File: config.mk
export PLATFORM = sky130hd
export DESIGN_NAME = battery_voltage_conditioner_core
export DESIGN_NICKNAME = d
export VERILOG_FILES = /design/src/sv/bvc_pkg.sv /design/src/sv/bvc_scale.sv /design/src/sv/battery_voltage_conditioner_core.sv
export SDC_FILE = /design/constraint.sdc
export NUM_CORES = 2
export LEC_CHECK = 0
export BUFFER_PORTS_ARGS = -buffer_cell sky130_fd_sc_hd__buf_4
export CAP_MARGIN = 15
export CORE_AREA = 8 8 303 305
export DETAILED_ROUTE_END_ITERATION = 6
export DIE_AREA = 0 0 311 313
export PLACE_DENSITY = 0.78
export SKIP_CTS_REPAIR_TIMING = 1
export SYNTH_ARGS = -nofsm -noshare
export SYNTH_HDL_FRONTEND = slang
export SYNTH_SLANG_ARGS = --single-unit
File: constraint.sdc
create_clock -name i_clk -period 6.5 [get_ports i_clk]
set_input_delay 0.325 -clock i_clk [delete_from_list [all_inputs] [get_ports i_clk]]
set_output_delay 0.325 -clock i_clk [all_outputs]
set_load 0.01 [all_outputs]
File: src/sv/bvc_pkg.sv
// bvc_pkg: shared constants, types and helpers for the battery voltage conditioner
// no dependencies; used by every module of the block
`timescale 1ns / 1ps
`default_nettype none

package bvc_pkg;

    // sizes of the series and the history
    localparam int SERIES_SAMPLES = 8;
    localparam int HISTORY_DEPTH  = 16;

    // field and register widths
    localparam int SAMPLE_W  = 12;
    localparam int GAIN_W    = 18;
    localparam int DELTA_W   = 10;
    localparam int DISCARD_W = 8;
    localparam int MV_W      = 14;
    localparam int Q8_W      = 22;
    localparam int TREND_W   = 2;

    // register reset values
    localparam logic [GAIN_W-1:0]    GAIN_RESET    = GAIN_W'(131072);
    localparam logic [DELTA_W-1:0]   DELTA_RESET   = DELTA_W'(20);
    localparam logic [DISCARD_W-1:0] DISCARD_RESET = DISCARD_W'(2);

    // series accumulation
    localparam int CNT_W  = $clog2(SERIES_SAMPLES);
    localparam int SUM_W  = SAMPLE_W + CNT_W;
    localparam int PROD_W = SUM_W + GAIN_W;

    // trimmed mean divide: (prod + H) / (256 * DIV_C), done as >> 8 then a
    // reciprocal multiply by DIV_C, exact for every value below the saturation point
    localparam int DIV_C     = SERIES_SAMPLES - 2;
    localparam int DIV_CW    = $clog2(DIV_C);
    localparam int X_W       = Q8_W + DIV_CW;
    localparam int XS_W      = PROD_W - 7;
    localparam int RECIP_K   = X_W + DIV_CW;
    localparam int RECIP_M_W = X_W + 1;
    localparam logic [63:0] RECIP_M64 =
        ((64'd1 << RECIP_K) + 64'(DIV_C) - 64'd1) / 64'(DIV_C);
    localparam logic [RECIP_M_W-1:0] RECIP_M  = RECIP_M64[RECIP_M_W-1:0];
    localparam logic [PROD_W:0]      ROUND_H  = (PROD_W+1)'(DIV_C * 128);
    localparam logic [63:0]          X_LIM64  = 64'(DIV_C) << Q8_W;
    localparam logic [XS_W-1:0]      X_LIM    = X_LIM64[XS_W-1:0];

    // filter: (9 * f + inst + 5) / 10 through a reciprocal multiply
    localparam int Y_W      = Q8_W + 4;
    localparam int TEN_K    = Y_W + 4;
    localparam int TEN_M_W  = Y_W + 1;
    localparam logic [63:0] TEN_M64 = ((64'd1 << TEN_K) + 64'd9) / 64'd10;
    localparam logic [TEN_M_W-1:0] TEN_M = TEN_M64[TEN_M_W-1:0];

    localparam logic [Q8_W-1:0] Q8_MAX        = '1;
    localparam logic [Q8_W-1:0] SEED_LIMIT_Q8 = Q8_W'(25600);

    // history ring
    localparam int HIST_AW = $clog2(HISTORY_DEPTH);
    localparam int FILL_W  = $clog2(HISTORY_DEPTH + 1);

    // port widths
    localparam int IN_DATA_W  = ((SAMPLE_W + 7) / 8) * 8;
    localparam int RES_W      = 2 * MV_W + TREND_W;
    localparam int OUT_DATA_W = ((RES_W + 7) / 8) * 8;
    localparam int CFG_IDX_W  = 2;
    localparam int CFG_DATA_W = GAIN_W;

    typedef enum logic [CFG_IDX_W-1:0] {
        CFG_VOLTAGE_GAIN  = 2'd0,
        CFG_TREND_DELTA   = 2'd1,
        CFG_DISCARD_COUNT = 2'd2
    } t_cfg_idx;

    typedef enum logic [TREND_W-1:0] {
        TREND_UNKNOWN     = 2'd0,
        TREND_CHARGING    = 2'd1,
        TREND_DISCHARGING = 2'd2,
        TREND_STABLE      = 2'd3
    } t_trend;

    typedef struct packed {
        logic             valid;
        logic [SUM_W-1:0] trim;
    } t_scale_in;

    typedef struct packed {
        logic            valid;
        logic [Q8_W-1:0] inst_q8;
        logic [Q8_W-1:0] filt_q8;
    } t_scale_out;

    typedef struct packed {
        t_trend          trend;
        logic [MV_W-1:0] filt_mv;
        logic [MV_W-1:0] inst_mv;
    } t_result;

    // q8 millivolts to integer millivolts, round half up, saturated
    function automatic logic [MV_W-1:0] q8_to_mv(input logic [Q8_W-1:0] q);
        logic [Q8_W:0] r;
        r = {1'b0, q} + (Q8_W+1)'(128);
        return (|r[Q8_W:8+MV_W]) ? {MV_W{1'b1}} : r[8+MV_W-1:8];
    endfunction

endpackage

`default_nettype wire

File: src/sv/bvc_scale.sv
// bvc_scale: gain, trimmed mean divide and exponential filter pipeline
// depends on bvc_pkg; holds the filter state
`timescale 1ns / 1ps
`default_nettype none

module bvc_scale (
    input  wire logic                      i_clk,
    input  wire logic                      i_rst_n,
    input  wire logic [bvc_pkg::GAIN_W-1:0] i_gain,
    input  wire bvc_pkg::t_scale_in        i_in,
    output bvc_pkg::t_scale_out            o_out
);
    import bvc_pkg::*;

    // stage a: gain product
    logic                  r_va;
    logic [PROD_W-1:0]     r_prod;
    // stage b: rounding offset, drop 8 bits, saturation test
    logic                  r_vb;
    logic [X_W-1:0]        r_x;
    logic                  r_sat;
    // stage c: reciprocal multiply
    logic                  r_vc;
    logic [Q8_W-1:0]       r_inst_c;
    // stage d: filter numerator
    logic                  r_vd;
    logic [Y_W-1:0]        r_y;
    logic                  r_seed;
    logic [Q8_W-1:0]       r_inst_d;
    // stage e: divide by ten, filter update
    logic                  r_ve;
    logic [Q8_W-1:0]       r_inst_e;
    logic [Q8_W-1:0]       r_f;

    logic [PROD_W:0]             num;
    logic [XS_W-1:0]             xs;
    logic [X_W+RECIP_M_W-1:0]    prod_c;
    logic [Q8_W-1:0]             n_inst_c;
    logic [Y_W+TEN_M_W-1:0]      prod_e;
    logic [Q8_W:0]               q_e;
    logic [Q8_W-1:0]             n_f;

    always_comb begin
        num      = {1'b0, r_prod} + ROUND_H;
        xs       = num[PROD_W:8];
        prod_c   = r_x * RECIP_M;
        n_inst_c = r_sat ? Q8_MAX : prod_c[RECIP_K+Q8_W-1:RECIP_K];
        prod_e   = r_y * TEN_M;
        q_e      = prod_e[TEN_K+Q8_W:TEN_K];
        if (r_seed) begin
            n_f = r_inst_d;
        end else if (q_e[Q8_W]) begin
            n_f = Q8_MAX;
        end else begin
            n_f = q_e[Q8_W-1:0];
        end
    end

    always_ff @(posedge i_clk) begin
        if (!i_rst_n) begin
            r_va <= 1'b0;
            r_vb <= 1'b0;
            r_vc <= 1'b0;
            r_vd <= 1'b0;
            r_ve <= 1'b0;
            r_f  <= '0;
        end else begin
            r_va <= i_in.valid;
            r_vb <= r_va;
            r_vc <= r_vb;
            r_vd <= r_vc;
            r_ve <= r_vd;
            if (r_vd) begin
                r_f <= n_f;
            end
        end
        r_prod   <= PROD_W'(i_in.trim) * PROD_W'(i_gain);
        r_sat    <= (xs >= X_LIM);
        r_x      <= xs[X_W-1:0];
        r_inst_c <= n_inst_c;
        // reads the filter state that the previous series left
        r_y      <= Y_W'({r_f, 3'b000}) + Y_W'(r_f) + Y_W'(r_inst_c) + Y_W'(5);
        r_seed   <= (r_f < SEED_LIMIT_Q8);
        r_inst_d <= r_inst_c;
        r_inst_e <= r_inst_d;
    end

    assign o_out.valid   = r_ve;
    assign o_out.inst_q8 = r_inst_e;
    assign o_out.filt_q8 = r_f;

endmodule

`default_nettype wire

File: src/sv/battery_voltage_conditioner_core.sv
// battery_voltage_conditioner_core: top level of the battery voltage conditioner
// depends on bvc_pkg and bvc_scale
//
// throughput: one sample word per cycle; a result is produced per completed series
// a result passes the scale handoff, scale stages a to e and the millivolt stage into the buffer
// the 2-entry result buffer stalls only the closing sample while two results are pending
// reset: synchronous, active low; config registers return to their defaults,
// series and filter state clear, the history ring keeps its contents but is unread until refilled
`timescale 1ns / 1ps
`default_nettype none

module battery_voltage_conditioner_core (
    input  wire logic                            i_clk,
    input  wire logic                            i_rst_n,
    // sample stream
    input  wire logic                            i_s_axis_tvalid,
    output logic                                 o_s_axis_tready,
    // [11:0] sample_mv
    input  wire logic [bvc_pkg::IN_DATA_W-1:0]   i_s_axis_tdata,
    // result stream
    output logic                                 o_m_axis_tvalid,
    input  wire logic                            i_m_axis_tready,
    // [13:0] instant_mv, [27:14] filtered_mv, [29:28] trend_code
    output logic [bvc_pkg::OUT_DATA_W-1:0]       o_m_axis_tdata,
    // configuration writes
    input  wire logic                            i_cfg_we,
    input  wire logic [bvc_pkg::CFG_IDX_W-1:0]   i_cfg_index,
    input  wire logic [bvc_pkg::CFG_DATA_W-1:0]  i_cfg_data
);
    import bvc_pkg::*;

    // configuration registers
    logic [GAIN_W-1:0]    r_gain;
    logic [DELTA_W-1:0]   r_delta;
    logic [DISCARD_W-1:0] r_discard_cnt;

    // series state
    logic [DISCARD_W-1:0] r_discard_left;
    logic [CNT_W-1:0]     r_count;
    logic [SUM_W-1:0]     r_sum;
    logic [SAMPLE_W-1:0]  r_min;
    logic [SAMPLE_W-1:0]  r_max;

    // handoff to the scale pipeline
    t_scale_in            r_scale_in;
    t_scale_out           scale_out;

    // millivolt stage
    logic                 r_v6;
    logic [MV_W-1:0]      r_inst_mv;
    logic [MV_W-1:0]      r_filt_mv;

    // history ring and its bookkeeping
    logic [MV_W-1:0]      r_hist [HISTORY_DEPTH];
    logic [MV_W-1:0]      r_oldest;
    logic [HIST_AW-1:0]   r_pos;
    logic [FILL_W-1:0]    r_fill;

    // result buffer
    t_result              r_fifo [2];
    logic                 r_wp;
    logic                 r_rp;
    logic [1:0]           r_cnt;
    logic [1:0]           r_pend;

    logic [SAMPLE_W-1:0]  sample;
    logic                 completing;
    logic                 in_accept;
    logic                 out_accept;
    logic [SUM_W-1:0]     sum_new;
    logic [SAMPLE_W-1:0]  min_new;
    logic [SAMPLE_W-1:0]  max_new;
    logic [SUM_W-1:0]     trim;
    logic [HIST_AW-1:0]   pos_next;
    logic                 hist_full;
    logic [MV_W:0]        newest_x;
    logic [MV_W:0]        oldest_x;
    t_trend               trend;
    t_result              result;

    assign sample     = i_s_axis_tdata[SAMPLE_W-1:0];
    // the closing sample of a series is known from state alone
    assign completing = (r_discard_left == '0) && (r_count == CNT_W'(SERIES_SAMPLES - 1));
    // closing sample waits only while every buffer slot is spoken for
    assign o_s_axis_tready = !completing || (r_pend != 2'd2);
    assign in_accept  = i_s_axis_tvalid && o_s_axis_tready;
    assign out_accept = o_m_axis_tvalid && i_m_axis_tready;

    always_comb begin
        sum_new = r_sum + SUM_W'(sample);
        min_new = (sample < r_min) ? sample : r_min;
        max_new = (sample > r_max) ? sample : r_max;
        trim    = sum_new - SUM_W'(min_new) - SUM_W'(max_new);
    end

    // configuration port and series accumulation
    always_ff @(posedge i_clk) begin
        if (!i_rst_n) begin
            r_gain           <= GAIN_RESET;
            r_delta          <= DELTA_RESET;
            r_discard_cnt    <= DISCARD_RESET;
            r_discard_left   <= DISCARD_RESET;
            r_count          <= '0;
            r_sum            <= '0;
            r_min            <= '1;
            r_max            <= '0;
            r_scale_in.valid <= 1'b0;
        end else begin
            if (i_cfg_we) begin
                case (i_cfg_index)
                    CFG_VOLTAGE_GAIN:  r_gain        <= i_cfg_data[GAIN_W-1:0];
                    CFG_TREND_DELTA:   r_delta       <= i_cfg_data[DELTA_W-1:0];
                    CFG_DISCARD_COUNT: r_discard_cnt <= i_cfg_data[DISCARD_W-1:0];
                    default: ;
                endcase
            end
            r_scale_in.valid <= in_accept && completing;
            if (in_accept) begin
                if (r_discard_left != '0) begin
                    // settling samples after reset and after each series are dropped
                    r_discard_left <= r_discard_left - 1'b1;
                end else if (completing) begin
                    r_count          <= '0;
                    r_sum            <= '0;
                    r_min            <= '1;
                    r_max            <= '0;
                    r_discard_left   <= r_discard_cnt;
                end else begin
                    r_count <= r_count + 1'b1;
                    r_sum   <= sum_new;
                    r_min   <= min_new;
                    r_max   <= max_new;
                end
            end
        end
        if (in_accept && completing) begin
            r_scale_in.trim <= trim;
        end
    end

    bvc_scale u_scale (
        .i_clk   (i_clk),
        .i_rst_n (i_rst_n),
        .i_gain  (r_gain),
        .i_in    (r_scale_in),
        .o_out   (scale_out)
    );

    // q8 to millivolts
    always_ff @(posedge i_clk) begin
        if (!i_rst_n) begin
            r_v6 <= 1'b0;
        end else begin
            r_v6 <= scale_out.valid;
        end
        r_inst_mv <= q8_to_mv(scale_out.inst_q8);
        r_filt_mv <= q8_to_mv(scale_out.filt_q8);
    end

    // entry after the write position is the oldest once the next push lands;
    // its read is registered and the position holds still between series
    assign pos_next = (r_pos == HIST_AW'(HISTORY_DEPTH - 1)) ? '0 : r_pos + 1'b1;

    always_ff @(posedge i_clk) begin
        if (r_v6) begin
            r_hist[r_pos] <= r_filt_mv;
        end
        r_oldest <= r_hist[pos_next];
    end

    always_ff @(posedge i_clk) begin
        if (!i_rst_n) begin
            r_pos  <= '0;
            r_fill <= '0;
        end else if (r_v6) begin
            r_pos <= pos_next;
            if (r_fill != FILL_W'(HISTORY_DEPTH)) begin
                r_fill <= r_fill + 1'b1;
            end
        end
    end

    // trend across the full ring, counting the push of this series
    always_comb begin
        hist_full = (r_fill == FILL_W'(HISTORY_DEPTH)) ||
                    (r_fill == FILL_W'(HISTORY_DEPTH - 1));
        newest_x  = {1'b0, r_filt_mv};
        oldest_x  = {1'b0, r_oldest};
        if (!hist_full) begin
            trend = TREND_UNKNOWN;
        end else if (newest_x > oldest_x + (MV_W+1)'(r_delta)) begin
            trend = TREND_CHARGING;
        end else if (oldest_x > newest_x + (MV_W+1)'(r_delta)) begin
            trend = TREND_DISCHARGING;
        end else begin
            trend = TREND_STABLE;
        end
        result.trend   = trend;
        result.filt_mv = r_filt_mv;
        result.inst_mv = r_inst_mv;
    end

    // result buffer: two words, pending count includes words still in flight
    always_ff @(posedge i_clk) begin
        if (!i_rst_n) begin
            r_wp   <= 1'b0;
            r_rp   <= 1'b0;
            r_cnt  <= '0;
            r_pend <= '0;
        end else begin
            if (r_v6) begin
                r_wp <= ~r_wp;
            end
            if (out_accept) begin
                r_rp <= ~r_rp;
            end
            r_cnt  <= r_cnt + {1'b0, r_v6} - {1'b0, out_accept};
            r_pend <= r_pend + {1'b0, in_accept && completing} - {1'b0, out_accept};
        end
        if (r_v6) begin
            r_fifo[r_wp] <= result;
        end
    end

    assign o_m_axis_tvalid = (r_cnt != '0);
    assign o_m_axis_tdata  = {(OUT_DATA_W - RES_W)'(0), r_fifo[r_rp]};

endmodule

`default_nettype wire

* Word-level counts from Yosys, hierarchy flattened
Memory sizes are Yosys's and may differ from the RTL's. A register that Yosys moved wholly into a read port is not among the register bits. Cells that the tools add are included.
Word-level totals: bits in registers 325, RAM bits 284, input bits 41, memories 2
Cells by class: add/sub/neg operators 19, multipliers 3, order comparisons 6, equal/unequal tests 8, multiplexer cells 18, bitwise logic cells 3, reduce and logical (&&, ||, !) cells 18
Memory list:
- r_hist | words 16, width 14, rd ports 1, clocked after memory_dff 1, wr ports 1, line battery_voltage_conditioner_core.sv:54 | logic [MV_W-1:0] r_hist [HISTORY_DEPTH];
- r_fifo | words 2, width 30, rd ports 1, clocked after memory_dff 1, wr ports 1, line battery_voltage_conditioner_core.sv:60 | t_result r_fifo [2];
Operator list (number):
- $mul A26 B27 Y53 const B | 1
- $mul A25 B26 Y50 const B | 1
- $mux W12 | 4
- $add A22 B8 Y23 const B | 2
- $mux W22 | 2
- $add A33 B10 Y34 const B | 1
- $mul A15 B18 Y33 | 1
- $add A14 B10 Y15 | 2
- $gt A14 B15 Y1 | 2
- $sub A15 B12 Y15 | 2
- $add A25 B22 Y26 | 1
- $add A26 B22 Y26 | 1
- $add A26 B3 Y26 const B | 1
- $ge A26 B25 Y1 const B | 1
- $lt A22 B15 Y1 const B | 1
- $mux W8 | 2
- $add A15 B12 Y15 | 1
- $mux W15 | 1
- $gt A12 B12 Y1 | 1
- $lt A12 B12 Y1 | 1
- $reduce_and A2 Y1 | 6
- $logic_not A8 Y1 | 1
- $reduce_bool A8 Y1 | 1
- $sub A8 B1 Y8 const B | 1
- 23 further kinds | 37

* Depth between registers and ports, before layout
depth in word-level cells 8, depth in mapped cells 27, gate-level depth less buffers 26

* Hierarchy
A second synthesis with hierarchy kept.
Unflattened totals: cells, all modules 4759, area total of the unflattened synthesis 51419.3 µm²
Modules (own cells, without submodules):
- bvc_scale | instances 1, cells each 3107, area each 30789.5 µm², seq. area each 3423.3 µm²
- battery_voltage_conditioner_core | instances 1, cells each 1652, area each 20629.8 µm², seq. area each 11901.4 µm²

* Worst setup path after synthesis
No wires, ideal clock.
kind reg2reg, from register u_scale.r_y[9], to register u_scale.r_f[5], setup time 0.114 ns, arrival 6.963 ns, data required time 6.386 ns, slack -0.577 ns, stages on the path, launching flop included 26, path buffers 1, clock period less this slack 7.077 ns, cells stage by stage dfxtp_1 > inv_1 > ha_1 > fa_1 > inv_1 > fa_1 > fa_1 > inv_1 > fa_1 > inv_1 > fa_1 > inv_1 > fa_1 > inv_1 > ha_1 > a2111oi_2 > o21ai_1 > o22ai_2 > or4b_4 > o21ai_4 > o41ai_4 > mux2i_1 > nor3_4 > buf_6 > a21oi_2 > a21o_1
On the way: cells in the longest elaborated chain, start to end 3
Ends and longest elaborated chain:
- start, declared | line bvc_scale.sv:27 | logic [Y_W-1:0] r_y;
- start signal, assigned | line bvc_scale.sv:82 | r_y <= Y_W'({r_f, 3'b000}) + Y_W'(r_f) + Y_W'(r_inst_c) + Y_W'(5);
- $mul A26 B27 Y53 | line bvc_scale.sv:48 | prod_e = r_y * TEN_M;
- $mux W22 | line bvc_scale.sv:52 | end else if (q_e[Q8_W]) begin
- $mux W22 | line bvc_scale.sv:50 | if (r_seed) begin
- end signal, assigned | line bvc_scale.sv:74 | r_f <= n_f;
- end, declared | line bvc_scale.sv:33 | logic [Q8_W-1:0] r_f;
Every way passes these cells. A chain may end at the register's enable or synchronous reset.

* Worst setup path in the final report
from register u_scale.r_y[15], to register u_scale.r_f[3]
The elaborated chain is that of the path after synthesis.

==> metrics.md <==
| Metric | Value |
|---|---|
| N_diodes | `0` |
| Critical Path AT | `7310 ps` |
| DPL Wire Length | `90.0 mm` |
| H-tree depth | `2` |
| Synthesis Warnings | `0` |
| Die Ht | `around 310 um` |
| Antenna violations before repair | `1` |
| Critical path class | `reg -> reg` |
| DRC Markers | `0` |
| Synth-to-Final Area Change | `14.1%` |
| Crit-path max cell delay | `around 600 ps` |
| Vias in the first global route | `between 30000 and 40000` |
| Worst-path clk slew | `approximately 70 ps` |
| XOR/XNOR share of the synthesized area | `between 2 and 3%` |
| Row Count | `about 110` |
| Vias per cell | `around 5.5` |
| DRT Pass-1 Iters | `6` |
| Placed cell area | `between 50000 and 60000 um^2` |
| Synth Cell Area | `50900 um^2` |
| Worst Path Required | `between 6000 and 7000 ps` |
| Met2 GRT Util | `40.5%` |
| Top_reg_cell synth | `dfxtp_1` |
| Cells after Synth | `4560` |
| Crit Path Max Fanout | `7` |
| Netlist cell types | `82` |
| Slew Limit Fails | `0` |
| Outcome | `finished with violations` |
| Async set-reset flop share out of synthesis | `0%` |
| CTS tree | `built` |
| Critical Path Start Type | `flip-flop` |
| Final setup violation count | `25` |
| WHS | `-10.8 ps` |
| Mux contribution to synthesized area | `between 4 and 5%` |
| Vias | `about 34000` |
| Number of fill cells | `6281` |
| Post-synth EDFFs | `about 300` |
| Slack of the critical path | `-319 ps` |
| # IOs | `75` |
| Overall Global Routing Usage | `23.6%` |
| Largest net degree at the start of global routing | `83` |
| Synth Area in Simple Gates | `approximately 8.6%` |
| Grt total ovfl | `0` |
| CTS buffer count | `61` |
| Register area | `about 15000 um^2` |
| First-pass GRT wire length | `roughly 190 mm` |
| Synth Area in Compound Gates | `about 7.7%` |
| Die footprint | `around 97000 um^2` |
| Max-Cap Viols | `0` |
| Worst setup EP type | `flip-flop` |
| Adder-cell share of the synthesized area | `between 30 and 40%` |
| Worst rel slew slack | `23.1%` |
| Area contributors post-synth | `fa_1 (24%), edfxtp_1 (18%), ha_1 (16%), dfxtp_1 (12%), inv_1 (6.0%)` |
| Grt peak-use layer | `met2` |
| Share of cells above drive strength 1 | `15.4%` |
| Root buffer cell | `clkbuf_16` |
| Sequential share of the synthesized area | `between 20% and 30%` |
| Minimum clock period | `6820 ps` |
| CORE AREA | `about 87000 um^2` |
| Peak Freq | `between 100 and 150 MHz` |
| Avg WL per Cell | `around 19 um` |
| Clock insertion delay at the later pin of the skew report | `around 650 ps` |
| Num Clock Sinks | `just over 600` |
| Area of the multi-input gates | `about 33000 um^2` |
| 1st-iter DRT viols | `around 2400` |
| Largest family of logic cells by synthesized area | `adder cells` |
| GPL Wtd Cong | `about 0.93` |
| IO Port Bufs | `68` |
| Initial Util | `about three fifths` |
| Syn_area_per_cell | `around 11 um^2` |
| Yosys top cell area share | `a little under a quarter` |
| Die Width | `between 300 and 400 um` |
| Met3 global-route usage | `under 10%` |
| Post-route ant nets | `0` |
| Skew final | `44.6 ps` |
| Final nets | `slightly above 6000` |
| Synth area leader | `fa_1` |
| Final WL | `117 mm` |
| Post-route cell area | `about 58000 um^2` |
| Final count of hold timing violations | `1` |
| Grt met1 use | `31.8%` |
| CTS Buffer Depth | `3` |
| Period utilization | `105%` |
| Worst-Margin Slew | `~1200 ps` |
| Number of synthesized register bits | `around 610` |
| Hold/Removal Path Class | `in -> reg` |
| Commonest non-fill, non-tap cells in the layout | `inv_1 (790), ha_1 (612), fa_1 (583)` |
| Failing checks | `negative hold slack, negative setup slack` |
| Unrepaired setup endpoints after global routing | `true` |
| Slowest-stage cell, CP | `fa_2` |
| Commonest non-fill, non-tap cell in the layout | `inv_1` |
| Critical path's most frequent cell | `fa_2` |
[Yosys cell counts, types with 10 or more instances]
master and n:
clkbuf_1 91, o22a_1 12, a21o_1 92, o21a_1 41, and2_1 170, nor2_1 110
xor2_1 58, inv_1 816, o21bai_1 25, nand2b_1 19, edfxtp_1 299, a22oi_1 15
nor2b_1 63, a21oi_1 135, dfxtp_1 310, and3_1 16, o22ai_1 13, nand4_1 29
nor3_1 51, fa_1 602, xnor2_1 110, o21ai_0 107, mux4_2 68, nand2_1 307
nand3_1 54, buf_1 10, mux2_2 36, a21boi_0 23, ha_1 636, a211oi_1 20
mux2i_1 54
[worst max-delay path, delay by kind of cell, from the launching register on]
family / cells / cell delay [ps]
buffers and inverters: 7 / 630
flip-flops: 1 / 350
AND/OR/NAND/NOR: 2 / 750
multiplexers: 1 / 190
adder cells (fa/ha/maj): 8 / 3570
AO/OA/AOI/OAI: 7 / 1140
[cells by family after synthesis]
logic type / count (synthesis)
adders and majority gates: 1238
buffers and inverters: 923
and+or+nand+nor: 874
DFF: 609
AOI/OAI and AO/OA: 589
xor gates and xnor gates: 168
muxes: 158
other: 1
[state kept, by name, summed over array words and instances (netlist names), 3 cells and up, named ones only]
name              flops
u_scale.r_y          26
u_scale.r_inst_c     22
r_delta              10
u_scale.r_prod       25
r_count               3
r_sum                15
r_max                12
r_inst_mv            14
u_scale.r_x          25
r_discard_left        8
r_fifo               60
r_gain               18
u_scale.r_f          22
r_min                12
r_pos                 4
u_scale.r_inst_d     22
r_scale_in           16
r_discard_cnt         8
u_scale.r_inst_e     15
r_hist              224
r_oldest             14
r_fill                5
r_filt_mv            14
[routing by layer]
metal	part of all wire (%)	wire length, um
met5	0	0
met4	2.5	2910
met3	5.7	6710
met2	50	57800
met1	42	49300
[final timing paths]
| check | cells after the start | slack (ps) | end | startpoint |
|---|---|---|---|---|
| max | 25 | -320 | u_scale.r_f[3] | u_scale.r_y[15] |
| min | 3 | -10 | r_gain[7] | i_cfg_data[7] |
| max reg2reg | 25 | -320 | u_scale.r_f[3] | u_scale.r_y[15] |
| min reg2reg | 0 | 330 | u_scale.r_inst_e[11] | u_scale.r_inst_d[11] |
[metrics by stage]
| step | setup slack, ps | utilization [%] | instances | hold WS [ps] | TNS, ps |
|---|---|---|---|---|---|
| after floorplan | -66.8 | - | 4561 | 323 | -666 |
| after global placement | -340 | 63.1 | 6001 | 333 | -5920 |
| after detailed placement | -446 | 63.1 | 6001 | 341 | -9190 |
| after CTS | -484 | 65.4 | 6117 | -104 | -11110 |
| after global routing | -539 | 66.6 | 6169 | 1.96 | -11880 |
| final | -319 | 66.6 | 6169 | -10.8 | -5730 |
[cell type report]
| class | count | share of cell area, % |
|---|---|---|
| clock buffer | 78 | 2.84 |
| tap | 1165 | 2.51 |
| multi-input combinational | 3029 | 56.6 |
| sequential | 609 | 26.2 |
| clock inverter | 38 | 0.749 |
| timing repair buffer | 433 | 5.84 |
| inverter | 817 | 5.28 |
Power is left out: the tool's default activity adds up to more than one toggle a clock period on the data nets, which glitch-free logic cannot reach.
